File: src/hdl/itp_step.sv
// One tree level: live count of the right child, then pick a side.
module itp_step #(
	parameter int CW = 11
) (
	input  logic [CW-1:0] n,
	input  logic [CW-1:0] lo,
	input  logic [CW-1:0] half,
	input  logic [CW-1:0] k,
	input  logic [CW-1:0] par_removed,
	input  logic [CW-1:0] right_removed,
	output logic          go_right,
	output logic [CW-1:0] k_next,
	output logic [CW-1:0] child_removed
);

	logic [CW-1:0] right_lo;
	logic [CW-1:0] diff;
	logic [CW-1:0] full;
	logic [CW-1:0] right_cnt;

	always_comb begin
		right_lo  = lo + half;
		diff      = n - right_lo;
		// values in [right_lo, right_lo + half) that belong to the full set
		if (n <= right_lo) begin
			full = '0;
		end else if (diff > half) begin
			full = half;
		end else begin
			full = diff;
		end
		right_cnt     = full - right_removed;
		go_right      = (right_cnt >= k);
		k_next        = go_right ? k : (k - right_cnt);
		child_removed = go_right ? right_removed : (par_removed - right_removed);
	end

endmodule

File: config.mk
export PLATFORM = sky130hd
export DESIGN_NAME = itp_step
export DESIGN_NICKNAME = d
export VERILOG_FILES = /design/src/hdl/itp_step.sv
export SDC_FILE = /design/constraint.sdc
export NUM_CORES = 1
export LEC_CHECK = 0
export ABC_AREA = 1
export BUFFER_PORTS_ARGS = -buffer_cell sky130_fd_sc_hd__buf_2
export CAP_MARGIN = 20
export CORE_UTILIZATION = 56
export DETAILED_ROUTE_END_ITERATION = 7
export PLACE_DENSITY = 0.94
export REMOVE_ABC_BUFFERS = 1
export SETUP_SLACK_MARGIN = 0.4
export SYNTH_ARGS = -nofsm -noshare
export SYNTH_HDL_FRONTEND = slang
export SYNTH_SLANG_ARGS = --single-unit
File: constraint.sdc
create_clock -name vclk -period 8.9
set_clock_uncertainty 0.2 [all_clocks]
set_input_delay 0.445 -clock vclk [all_inputs]
set_output_delay 0.445 -clock vclk [all_outputs]
set_load 0.05 [all_outputs]
==> summary.md, run 1 <==
| Metric | Value |
|---|---|
| Status | finished clean |
| CP dominant cell by count | nand2_1 |
| Max-cap check violation count | 0 |
| Post-Route WL | 8320 um |
| Initial DRC count | 196 |
| Total global-route track usage | roughly 28% |
| Drt pass-1 iters | 5 |
| Netlist Area Pre-Place | 3090 sq um |
| Startpoint Class | input port |
| Post-Synth Adder-Cell Area | 28.8% |
| Synth Area in XOR/XNOR | 12.2% |
| Initial antenna violation count | 0 |
| Number of fill cells | about 470 |
| WP data arrival | 7200 ps |
| Area Growth Syn to Fin | 16.8% |
| Die ar. | 5810 sq um |
| Sequential cell area | 0 sq um |
| Core Footprint | 5200 sq um |
| Post-Synth Simple-Gate Area | 33.0% |
| Port bufs | a little under 90 |
| Final Net Count | 741 |
| FF+latch count | 0 |
| Top delay family on crit path | simple AND/OR/NAND/NOR gates |
| Synth top cells by count | nand2_1, inv_1, ha_1 |
| First-pass GRT wire length | 14,000 um |
| Hold Path Depth | 4 |
| Slowest library cell on the worst path | fa_1 |
| Worst slew margin | 78.2% |
| RSZ-0062 raised after global routing | no |
| Slowest stage delay, CP | just under 500 ps |
| Cells after Synth | 520 |
| CP Depth | 41 |
| Layout cells sized above 1 | roughly 17% |
| Fin crit period | 7840 ps |
| Starting Density | 59.3% |
| Sequential area share after synthesis | 0% |
| Vias in the first global route | 3,579 |
| Largest net degree at the start of global routing | 40 |
| Die Y | approximately 76 um |
| Synth Area per Inst | 5.94 sq um |
| Setup TNS | 0 ps |
| Routed length per instance | about 12 um |
| Row count | 26 |
| CP Max Fanout | 39 |
| Die X | 76.2 um |
| Gp weighted congestion | roughly 0.92 |
| Ys Warns | 0 |
| DR DRC count | 0 |
| DRT antenna net count | 0 |
| Antenna Cells | 0 |
| Post-synthesis mux area share | 0% |
| Total I/O pin count | 89 |
| Via/cell ratio | 5.58 |
| Critical path type | in2out |
| Largest family of logic cells by synthesized area | simple AND/OR/NAND/NOR gates |
| Endpoints failing setup | 0 |
| Distinct cell type count after synthesis | 29 |
| Top cell type's share of synthesized area | 25.5% |
| Critical Path RT | 8260 ps |
| Hold slack | 1100 ps |
| Synth Area in Compound Gates | 15.9% |
| Slew Limit Fails | 0 |
| Worst min path class | in2out |
| Grt total ovfl | 0 |
| Fmax achieved | 127 MHz |
| Clock buf count | 0 |
| Vias | 3,766 |
| Period utilization | 88.1% |
| Synth area leaders | ha_1, nand2_1, inv_1 |
| Most frequent cell after synthesis | nand2_1 |
| # hold bufs at CTS | 0 |
| Dominant cell type by area after synthesis | ha_1 |
| Dpl hpwl | 7410 um |
| Final count of hold timing violations | 0 |
| Worst Max-Slew Pin Slew | 324 ps |
| Setup crit end kind | output port |
| Crit path buffers/inverters | 4 |
[routing by layer]
layer	part of all wire [%]	up-vias	global-route usage [%]
met4	5.0	0	15.4
met3	6.1	42	1.44
met2	49	174	55.1
li1	-	1892	-
met5	0	-	0
met1	39	1658	30.1
[what timing repair did]
action,4_1_cts,5_1_grt
buffers inserted,0,0
endpoints found under the hold margin,0,0
endpoints found under the setup margin,0,20
gates resized for setup,0,2
[cell usage in the layout, fill, tap and decap left out]
cell	n
a211oi_1	1
a211oi_2	2
a21boi_0	1
a21o_1	1
a21oi_1	41
a31oi_1	1
buf_2	89
buf_6	1
fa_1	5
ha_1	63
inv_1	73
inv_2	2
nand2_1	142
nand2_2	1
nand2_4	1
nand3_1	29
nand3b_1	2
nand4_1	9
nor2_1	42
nor2_2	1
nor3_1	7
nor3_2	4
nor3b_1	1
o211ai_1	2
o21ai_0	12
o21ai_1	21
o21bai_1	7
or3b_1	1
xnor2_1	15
xor2_1	28
[stage by stage]
| stage | instances | worst slack [ps] | cell area, sq um | utilization [%] |
|---|---|---|---|---|
| floorplan | 515 | 347 | 3060 | - |
| global placement | 675 | 1300 | 3600 | 69.1 |
| detailed placement | 675 | 1010 | 3600 | 69.1 |
| CTS | 675 | 995 | 3600 | 69.1 |
| global route | 675 | 447 | 3600 | 69.3 |
| finish | 675 | 1060 | 3600 | 69.3 |
[worst paths after layout]
check,startpoint,to,slack [ps]
worst max-delay path,half[0],child_removed[8],1060
worst min-delay path,right_removed[7],child_removed[7],1100
[cell families (layout without fill, tap and decap cells)]
| kind of cell | Yosys count | after routing |
|---|---|---|
| xor gates and xnor gates | 43 | 43 |
| AOI/OAI and AO/OA | 89 | 89 |
| buffers and inverters | 80 | 165 |
| and+or+nand+nor | 240 | 240 |
| adders and majority gates | 68 | 68 |
[cell type report]
type / count / area, sq um / share of cell area [%]
Tap cell: 70 / 87.6 / 2.43
Timing Repair Buffer: 90 / 457 / 12.7
Multi-Input combinational cell: 440 / 2780 / 77.1
Inverter: 75 / 282 / 7.81
Power of run 1 is not shown: default switching activity piles up to over one toggle a cycle in this logic, so the estimate is an artifact.
==> inputs of run 2 (changes only) <==
--- a/config.mk
+++ b/config.mk
@@ -8,6 +8,7 @@
 export ABC_AREA = 1
 export BUFFER_PORTS_ARGS = -buffer_cell sky130_fd_sc_hd__buf_2
 export CAP_MARGIN = 20
+export CORE_ASPECT_RATIO = 1.2
 export CORE_UTILIZATION = 56
 export DETAILED_ROUTE_END_ITERATION = 7
 export PLACE_DENSITY = 0.94
==> run 2 against run 1 <==
  * Fmax up 0.85%
  * Critical path type unchanged
  * Critical path depth fell by 1
  * Die area is essentially flat
  * Utilization down 1.3 points
  * Critical endpoint is now child_removed[10]
==> summary.md, run 2 (synthesis gave the netlist of run 1 again) <==
| Metric | Value |
|---|---|
| Clock buf count | 0 (unchanged) |
| Total global-route track usage | 27.7% (was 28.3%) |
| Area Growth Syn to Fin | 16.6% (was 16.8%) |
| Endpoints failing setup | 0 (unchanged) |
| Setup crit end | child_removed[10] (was child_removed[8]) |
| Initial DRC count | 179 (was 196) |
| Setup TNS | 0 ps (unchanged) |
| Fin crit period | 7780 ps (was 7840 ps) |
| DR DRC count | 0 (unchanged) |
| Top delay family on crit path | adder cells (was simple AND/OR/NAND/NOR gates) |
| Final count of hold timing violations | 0 (unchanged) |
| Worst slew margin | 74.3% (was 78.2%) |
| Antenna Cells | 0 (unchanged) |
| Fmax achieved | 129 MHz (was 127 MHz) |
| CP Depth | 40 (was 41) |
| Die ar. | 5810 sq um (about the same) |
| Worst min path class | in2out (unchanged) |
| Max-cap check violation count | 0 (unchanged) |
| RSZ-0062 raised after global routing | no (unchanged) |
| Met2 Use GR | 56.4% (was 55.1%) |
| Setup crit start | half[0] (unchanged) |
| Placed inst area | 3590 sq um (was 3600 sq um) |
| Vias in the first global route | 3,451 (was 3,579) |
| Die Y | 83.3 um (was 76.2 um) |
| Largest net degree at the start of global routing | 42 (was 40) |
| Die X | 69.8 um (was 76.2 um) |
| GR Util met1 | 30.6% (was 30.1%) |
| Core Footprint | 5300 sq um (was 5200 sq um) |
| CP Max Fanout | 41 (was 39) |
| Routed length per instance | 12.1 um (was 12.3 um) |
| Pre-CTS setup slack | 1010 ps (about the same) |
| Via/cell ratio | 5.45 (was 5.58) |
| Drt pass-1 iters | 4 (was 5) |
| Hold wc startpoint | k[10] (was right_removed[7]) |
| Crit path buffers/inverters | 6 (was 4) |
| Startpoint Class | input port (unchanged) |
| Gp weighted congestion | 0.977 (was 0.919) |
| Period utilization | 87.4% (was 88.1%) |
| Final Cell Area | 3600 sq um (about the same) |
| Commonest non-fill, non-tap cell in the layout | nand2_1 (unchanged) |
| Layout cells sized above 1 | 16.9% (was 16.7%) |
| FF+latch count | 0 (unchanged) |
| Port bufs | 89 (unchanged) |
| Slowest library cell on the worst path | fa_1 (unchanged) |
| Row count | 29 (was 26) |
| CP dominant cell by count | nand2_1 (unchanged) |
| Status | finished clean (unchanged) |
| Met3 GRT Util | 0.485% (was 1.44%) |
| Final Net Count | 741 (unchanged) |
| First-pass GRT wire length | 13,800 um (was 14,000 um) |
| Total I/O pin count | 89 (unchanged) |
| Initial antenna violation count | 0 (unchanged) |
| Grt total ovfl | 0 (unchanged) |
| Starting Density | 58.3% (was 59.3%) |
| Dpl hpwl | 7200 um (was 7410 um) |
| Most frequent cells in the layout | nand2_1, buf_2, inv_1 (unchanged) |
| Critical Path RT | 8260 ps (about the same) |
| Setup slack after layout | 1120 ps (was 1060 ps) |
| Slowest stage delay, CP | 510 ps (was 490 ps) |
| Setup crit end kind | output port (unchanged) |
| # hold bufs at CTS | 0 (unchanged) |
| WP data arrival | 7130 ps (was 7200 ps) |
| Critical path type | in2out (unchanged) |
| Post-Route WL | 8100 um (was 8320 um) |
| Most Used Layer, Global Route | met2 (unchanged) |
| Sequential cell area | 0 sq um (unchanged) |
| Worst Max-Slew Pin Slew | 381 ps (was 324 ps) |
| DRT antenna net count | 0 (unchanged) |
| Slew Limit Fails | 0 (unchanged) |
| Vias | 3,636 (was 3,766) |
## run 2: final cells by class
cell class,count,area (sq um)
Tap cell,62,77.6
Multi-Input combinational cell,440,2780
Inverter,75,282
Fill cell,459,1700
Timing Repair Buffer,90,463
## run 2: repair_timing
| action | CTS | global route |
|---|---|---|
| buffers inserted | 0 | 0 |
| gates resized for setup | 0 | 4 |
| setup endpoints to repair | 0 | 22 |
## run 2: worst min path at each step
stage,slack [ps],cells after the start,endpoint
5_1_grt,1110,4,k_next[10]
3_5_place_dp,1090,4,k_next[10]
4_1_cts,1090,4,k_next[10]
2_1_floorplan,1020,2,k_next[10]
6_report,1100,4,k_next[10]
3_3_place_gp,1090,4,k_next[0]
## run 2: through the flow
stage / instances / hold WS [ps] / util (%)
floorplan: 515 / 1020 / -
global placement: 667 / 1090 / 67.7
detailed placement: 667 / 1090 / 67.7
CTS: 667 / 1090 / 67.7
global route: 667 / 1110 / 67.9
finish: 667 / 1100 / 67.9
## run 2: tightest hold or removal path, delay by kind of cell
| family | cells | cell delay (ps) |
|---|---|---|
| buf+inv | 2 | 310 |
| simple gates | 2 | 100 |
## run 2: layer usage
metal / part of all wire [%] / routed length (um)
met1: 41 / 3290
met2: 52 / 4240
met3: 4.2 / 339
met4: 2.8 / 224
met5: 0 / 0
Power of run 2 is left out for the same reason.
==> inputs of run 3 (changes only) <==
==> constraint.sdc (replaced) <==
create_clock -name vclk -period 8.9
set_clock_uncertainty 0.2 [all_clocks]
set_input_delay 0.89 -clock vclk [all_inputs]
set_output_delay 0.89 -clock vclk [all_outputs]
set_load 0.05 [all_outputs]
==> run 3 against run 2 <==
  * Utilization increased by 11 points
  * Non-clock buffer count increased by 22
  * Global-route usage decreased by 0.31 points
==> summary.md, run 3 (synthesis gave the netlist of run 1 again) <==
| Metric | Value |
|---|---|
| Initial antenna violation count | 0 (unchanged) |
| Post-Route WL | 10,700 um (was 8100 um) |
| Dpl hpwl | 7210 um (was 7200 um) |
| Vias in the first global route | 3,466 (was 3,451) |
| CP Max Fanout | 6 (was 41) |
| Commonest non-fill, non-tap cell in the layout | nand2_1 (unchanged) |
| Top delay family on crit path | simple AND/OR/NAND/NOR gates (was adder cells) |
| Critical path type | in2out (unchanged) |
| Startpoint Class | input port (unchanged) |
| DRT antenna net count | 0 (unchanged) |
| Setup slack after layout | 337 ps (was 1120 ps) |
| Die Y | 83.3 um (unchanged) |
| Area Growth Syn to Fin | 35.8% (was 16.6%) |
| Most frequent cells in the layout | nand2_1, buf_2, inv_1 (unchanged) |
| Starting Density | 58.3% (unchanged) |
| Final count of hold timing violations | 0 (unchanged) |
| Slowest library cell on the worst path | fa_2 (was fa_1) |
| Critical Path RT | 7810 ps (was 8260 ps) |
| RSZ-0062 raised after global routing | yes (was no) |
| Max-cap check violation count | 0 (unchanged) |
| Antenna Cells | 0 (unchanged) |
| CP dominant cell by count | nand2_1 (unchanged) |
| Clock buf count | 0 (unchanged) |
| # hold bufs at CTS | 0 (unchanged) |
| Fmax achieved | 117 MHz (was 129 MHz) |
| Drt pass-1 iters | 5 (was 4) |
| Crit path buffers/inverters | 8 (was 6) |
| Sequential cell area | 0 sq um (unchanged) |
| First-pass GRT wire length | 13,800 um (about the same) |
| Port bufs | 89 (unchanged) |
| Total I/O pin count | 89 (unchanged) |
| Worst slew margin | 73.0% (was 74.3%) |
| Via/cell ratio | 5.99 (was 5.45) |
| FF+latch count | 0 (unchanged) |
| WP data arrival | 7470 ps (was 7130 ps) |
| Pre-CTS setup slack | 219 ps (was 1010 ps) |
| Period utilization | 96.2% (was 87.4%) |
| Initial DRC count | 362 (was 179) |
| Vias | 4,127 (was 3,636) |
| Fin crit period | 8560 ps (was 7780 ps) |
| Grt total ovfl | 0 (unchanged) |
| Gp weighted congestion | 0.989 (was 0.977) |
| Core Footprint | 5300 sq um (unchanged) |
| Largest net degree at the start of global routing | 42 (unchanged) |
| Worst min path class | in2out (unchanged) |
| Total global-route track usage | 27.4% (was 27.7%) |
| Layout cells sized above 1 | 28.5% (was 16.9%) |
| Routed length per instance | 15.6 um (was 12.1 um) |
| Status | finished clean (unchanged) |
| Die ar. | 5810 sq um (unchanged) |
| Row count | 29 (unchanged) |
| Slowest stage delay, CP | 460 ps (was 510 ps) |
| Setup crit end kind | output port (unchanged) |
| Die X | 69.8 um (unchanged) |
| Endpoints failing setup | 0 (unchanged) |
| DR DRC count | 0 (unchanged) |
| Final Net Count | 763 (was 741) |
| Slew Limit Fails | 0 (unchanged) |
| Worst Max-Slew Pin Slew | 404 ps (was 381 ps) |
==> run 3: repair_timing <==
item | CTS | global route
pin swaps | 0 | 27
setup buffers | 0 | 19
resized for setup | 7 | 94
endpoints found under the setup margin | 22 | 23
hold endpoints to repair | 0 | 0
gates cloned | 0 | 3
==> run 3: per-layer routing <==
layer	wire length (um)	track usage, %
met2	5610	56.6
met3	689	0.607
met1	3830	29.0
met5	0	0
met4	595	8.18
==> run 3: final timing paths <==
check                 startpoint   endpoint  slack (ps)  cells past startpoint
worst min-delay path        k[6]  k_next[6]        1950                      4
worst max-delay path     half[0]  k_next[1]         340                     40
==> run 3: layout make-up <==
| type | instances | area, sq um |
|---|---|---|
| fill | 364 | 1110 |
| multi-input combinational | 440 | 3070 |
| inverter | 75 | 288 |
| timing repair buffer | 112 | 756 |
| tap | 62 | 77.6 |
==> run 3: stage by stage <==
stage          cells  util (%)  area, sq um  setup TNS (ps)  hold slack [ps]
6_report         689      79.1         4190               0             1950
3_5_place_dp     667      67.9         3600               0             1990
3_3_place_gp     667      67.9         3600               0             1980
2_1_floorplan    515         -         3060            -774             1910
5_1_grt          689      79.1         4190               0             1980
4_1_cts          667      68.4         3620               0             1970
Power of run 3 is left out for the same reason.
